### src/design/wdstk_pkg.sv
// Shared constants, types and helper functions of the weighted dot score top-k unit.
`timescale 1ns / 1ps
package wdstk_pkg;

  localparam int VECTOR_LENGTH = 256;
  localparam int FACTOR_COUNT  = 4;
  localparam int KEEP_DEPTH    = 16;

  localparam int ADDR_W  = $clog2(FACTOR_COUNT * VECTOR_LENGTH);
  localparam int CNT_W   = $clog2(KEEP_DEPTH + 1);
  localparam int SCORE_W = 40;
  localparam int ACC_W   = 48;

  localparam logic [1:0] CMD_LOAD  = 2'd0;
  localparam logic [1:0] CMD_SCORE = 2'd1;
  localparam logic [1:0] CMD_DRAIN = 2'd2;

  localparam logic [2:0] REG_CONTEXT_WEIGHT = 3'd0;
  localparam logic [2:0] REG_TOP_SIZE       = 3'd1;
  localparam logic [2:0] REG_FACTOR_WEIGHT0 = 3'd2;
  localparam logic [2:0] REG_FACTOR_WEIGHT1 = 3'd3;
  localparam logic [2:0] REG_FACTOR_WEIGHT2 = 3'd4;
  localparam logic [2:0] REG_FACTOR_WEIGHT3 = 3'd5;

  typedef struct packed {
    logic signed [SCORE_W-1:0] score;
    logic [15:0]               shard;
    logic [63:0]               document;
  } entry_t;

  // What a cell shows its neighbors: its entry and how it compares to the new score.
  typedef struct packed {
    entry_t entry;
    logic   ge;  // empty, or holds a score above the new one
    logic   le;  // holds a score at or below the new one
  } link_t;

  typedef enum logic [1:0] {
    OP_HOLD,
    OP_INSERT,
    OP_REPLACE,
    OP_DRAIN
  } op_e;

  // Saturate a 49 bit sum into the 48 bit accumulator range.
  function automatic logic signed [ACC_W-1:0] sat_acc(input logic signed [ACC_W:0] x);
    if (x[ACC_W] != x[ACC_W-1]) begin
      sat_acc = x[ACC_W] ? {1'b1, {(ACC_W-1){1'b0}}} : {1'b0, {(ACC_W-1){1'b1}}};
    end else begin
      sat_acc = x[ACC_W-1:0];
    end
  endfunction

endpackage

### src/design/wdstk_cell.sv
// One cell of the sorted keep chain: holds one entry and trades with its neighbors.
`timescale 1ns / 1ps
module wdstk_cell (
  input  logic                   clk_i,
  input  wdstk_pkg::op_e         op_i,
  input  logic                   valid_i,
  input  wdstk_pkg::entry_t      new_i,
  input  wdstk_pkg::link_t       prev_i,
  input  wdstk_pkg::link_t       next_i,
  output wdstk_pkg::link_t       link_o
);
  import wdstk_pkg::*;

  entry_t entry_q, entry_d;
  logic   gt;

  assign gt           = valid_i && (entry_q.score > new_i.score);
  assign link_o.entry = entry_q;
  assign link_o.ge    = gt || !valid_i;
  assign link_o.le    = valid_i && !gt;

  always_comb begin
    entry_d = entry_q;
    case (op_i)
      OP_INSERT: begin
        // Entries above the insertion point move up by one place.
        if (prev_i.ge) begin
          entry_d = prev_i.entry;
        end else if (link_o.ge) begin
          entry_d = new_i;
        end
      end
      OP_REPLACE: begin
        // The minimum falls out; entries at or below the new score move down.
        if (next_i.le) begin
          entry_d = next_i.entry;
        end else if (link_o.le) begin
          entry_d = new_i;
        end
      end
      OP_DRAIN: begin
        entry_d = next_i.entry;
      end
      default: begin
        entry_d = entry_q;
      end
    endcase
  end

  always_ff @(posedge clk_i) begin
    entry_q <= entry_d;
  end

endmodule

### config.mk
export PLATFORM = sky130hd
export DESIGN_NAME = wdstk_cell
export DESIGN_NICKNAME = d
export VERILOG_FILES = /design/src/design/wdstk_pkg.sv /design/src/design/wdstk_cell.sv
export SDC_FILE = /design/constraint.sdc
export NUM_CORES = 1
export LEC_CHECK = 0
export BUFFER_PORTS_ARGS = -buffer_cell sky130_fd_sc_hd__buf_2
export CORE_AREA = 2 2 188 190
export DETAILED_ROUTE_END_ITERATION = 7
export DIE_AREA = 0 0 190 192
export HOLD_SLACK_MARGIN = 0.03
export PLACE_DENSITY = 0.6
export SYNTH_ARGS = -nofsm -noshare
export SYNTH_HDL_FRONTEND = slang
export SYNTH_SLANG_ARGS = --single-unit
### constraint.sdc
create_clock -name clk_i -period 9.8 [get_ports clk_i]
set_clock_uncertainty 0.05 [all_clocks]
set_input_delay 0 -clock clk_i [delete_from_list [all_inputs] [get_ports clk_i]]
set_output_delay 0 -clock clk_i [all_outputs]
set_load 0.005 [all_outputs]
==> flow_summary.json <==
{
  "start_util_pct": 23.4,
  "finalCritPeriodShare_pct": 35.6,
  "slew-limit-headroom_pct": 38.0,
  "worst_pin_slew_ns": 0.930,
  "fillers": 3416,
  "ys_warn_count": 0,
  "synth-async-reset-ratio_pct": 0,
  "critPathKind": "flip-flop to flip-flop",
  "synth_seq_area_share_pct": 45.0,
  "hp-class": "input port to flip-flop",
  "synthTopCellsByCount": "217 x nand2_1, 120 x a31oi_1, 120 x edfxtp_1, 104 x a211oi_1, 82 x nor2b_1",
  "portBuffers": 487,
  "cts_resized": 0,
  "fp.dieH_um": 192,
  "synthTopCellsByArea": "edfxtp_1 45%, nand2_1 10%, a211oi_1 9.7%, a31oi_1 9.4%, nor2b_1 6.4%",
  "num_rows": 68,
  "worst-path-buf-inv": 1,
  "fp.dieArea_sq_mm": 0.0365,
  "setup_tns_ns": 0,
  "post_route_cells_drive_above_1_share_pct": 33.1,
  "crit_fanout": 61,
  "arrival_ns": 3.49,
  "cts-root-buf": "clkbuf_16",
  "setup_viol": 0,
  "irDropWorstVdd_uv": 123,
  "core_sq_mm": 0.0343,
  "clkLatencyLatePin_ns": 0.43,
  "ant_nets": 0,
  "register_area_sq_mm": 0.00360,
  "rsz0062_at_grt": "no",
  "fin_nets": 2008,
  "cts_setup_buffers": 0,
  "postSynthAreaPerCell_sq_um": 8.87,
  "yosysUniqueCellTypes": 34,
  "vias": 9882,
  "netlist_area_sq_mm": 0.00801,
  "ctsHtreeMaxLevel": 4,
  "dp_hpwl_um": 23600,
  "p_per_area_mw_per_mm2": 129,
  "synth.most_common_cell": "nand2_1",
  "largest_register_ffs": 120,
  "cts.sinks": 120,
  "fmax_ghz": 0.286,
  "wl_per_cell_um": 16.5,
  "grt_max_degree": 91,
  "cp_top_family": "simple AND/OR/NAND/NOR gates",
  "maxSlewViolCount": 0,
  "leakage_nw": 6.10,
  "ys_ff_latch": 120,
  "wl_um": 34200,
  "grt_pass1_vias": 10040,
  "grt-ovfl-total": 0,
  "boundaryPins": 490,
  "start_kind": "flip-flop",
  "synth_top_area_share_pct": 45.0,
  "syn-num-nets": 1311,
  "multi_input_area_sq_mm": 0.00396,
  "clk_pin_slew_worst_paths_ns": 0.06,
  "cp_cell_sequence": "ha_1 -> nand4_2 -> nor4_2 -> nand2_1 -> a21oi_1 -> o21ai_2 -> and2_2 -> a211oi_4 -> buf_4",
  "finalHoldViolCount": 0,
  "slowest_delay_ns": 0.66,
  "syn_inst": 903,
  "clock_path_buffers": 2,
  "cp_slowest_cell": "buf_4",
  "utilization_pct": 40.5,
  "cap_viol_max_count": 0,
  "crit_path_end_kind": "flip-flop",
  "drc": 0,
  "syn2layout_area_growth_pct": 73.6,
  "drt_first_iter_violations": 436,
  "cts-hold-fix-buffers": 256,
  "yosysTopAreaCell": "edfxtp_1",
  "place_congestion": 0.836,
  "required_ns": 9.80,
  "grt_pass1_wl_um": 50900,
  "synthFlopType": "edfxtp_1",
  "grt_use_total_pct": 18.0,
  "min_period_ns": 3.49,
  "status": "finished, final reports clean",
  "dr.pass1.iters": 4,
  "cts_tree": "yes",
  "die_x_um": 190,
  "synth_edf_count": 120,
  "numCtsBuffers": 17,
  "post_drt_via_cell_ratio": 4.78,
  "antenna_found_initial": 1
}
[layout make-up]
| class | count | area share (%) |
|---|---|---|
| Antenna cell | 1 | 0.0180 |
| Clock buffer | 19 | 3.11 |
| Clock inverter | 11 | 0.612 |
| Inverter | 42 | 1.13 |
| Multi-Input combinational cell | 665 | 28.5 |
| Sequential cell | 120 | 25.9 |
| Tap cell | 455 | 4.09 |
| Timing Repair Buffer | 754 | 36.6 |
[worst reg2reg max path: cells and delay by family, from the launching register on]
family | cells | cell delay [ns]
AND/OR/NAND/NOR | 4 | 1.01
AO/OA/AOI/OAI | 3 | 0.52
buffers and inverters | 1 | 0.66
adder cells (fa/ha/maj) | 1 | 0.40
flip-flops | 1 | 0.39
[report_power, final]
group	switching (mW)	leakage (nW)	internal [mW]
logic	0.259	4.67	0.274
registers	0.0261	1.18	0.658
clock network	0.235	0.251	0.340
[layout by cell type (no fill, tap or decap), types with 4 or more instances in the layout]
master           n
clkbuf_16       17
clkinv_2         4
buf_2          485
buf_4           11
o22ai_1         18
a31oi_1        120
dlygate4sd3_1  256
nand2_1        217
ha_1            40
nor2_1          28
nand4_1          7
a21oi_1         18
o21ai_0          5
edfxtp_1       120
a211oi_1       104
nor2b_1         82
inv_1           42
[through the flow]
| step | hold WS [ns] | area (sq um) | power [mW] | instances | worst slack (ns) |
|---|---|---|---|---|---|
| after global routing | 0.431 | 13900 | 1.89 | 2067 | 6.09 |
| after CTS | 0.387 | 13900 | 1.82 | 2066 | 6.24 |
| final | 0.434 | 13900 | 1.79 | 2067 | 6.31 |
| after floorplan | 0.201 | 8010 | 0.899 | 903 | 2.64 |
| after global placement | 0.299 | 10800 | 1.10 | 1780 | 6.39 |
| after detailed placement | 0.299 | 10800 | 1.11 | 1780 | 6.24 |
[logic make-up (layout without fill, tap and decap cells)]
logic type      count (synthesis)  count (layout)  share of synthesized area [%]
compound gates                276             276                           23.1
fa+ha+maj                      40              40                           6.25
simple gates                  349             349                           19.9
buf+inv                       118             826                           5.80
other cells                     0               1                              0
flops                         120             120                           45.0
[worst paths after layout]
check,depth (start not counted),from,to,slack [ns]
max,9,link_o[121],link_o[41],6.31
min,4,next_i[33],link_o[33],0.43
max reg2reg,9,link_o[121],link_o[41],6.31
min reg2reg,6,link_o[121],link_o[9],1.56
[per-layer routing]
metal	up-vias	wire [um]	GRT usage, %
met3	63	2590	5.08
met1	4679	13300	19.3
met5	-	0	0
met2	409	17300	32.8
li1	4731	-	-
met4	0	984	8.23
Note: power is estimated with default switching activity, not from simulation.
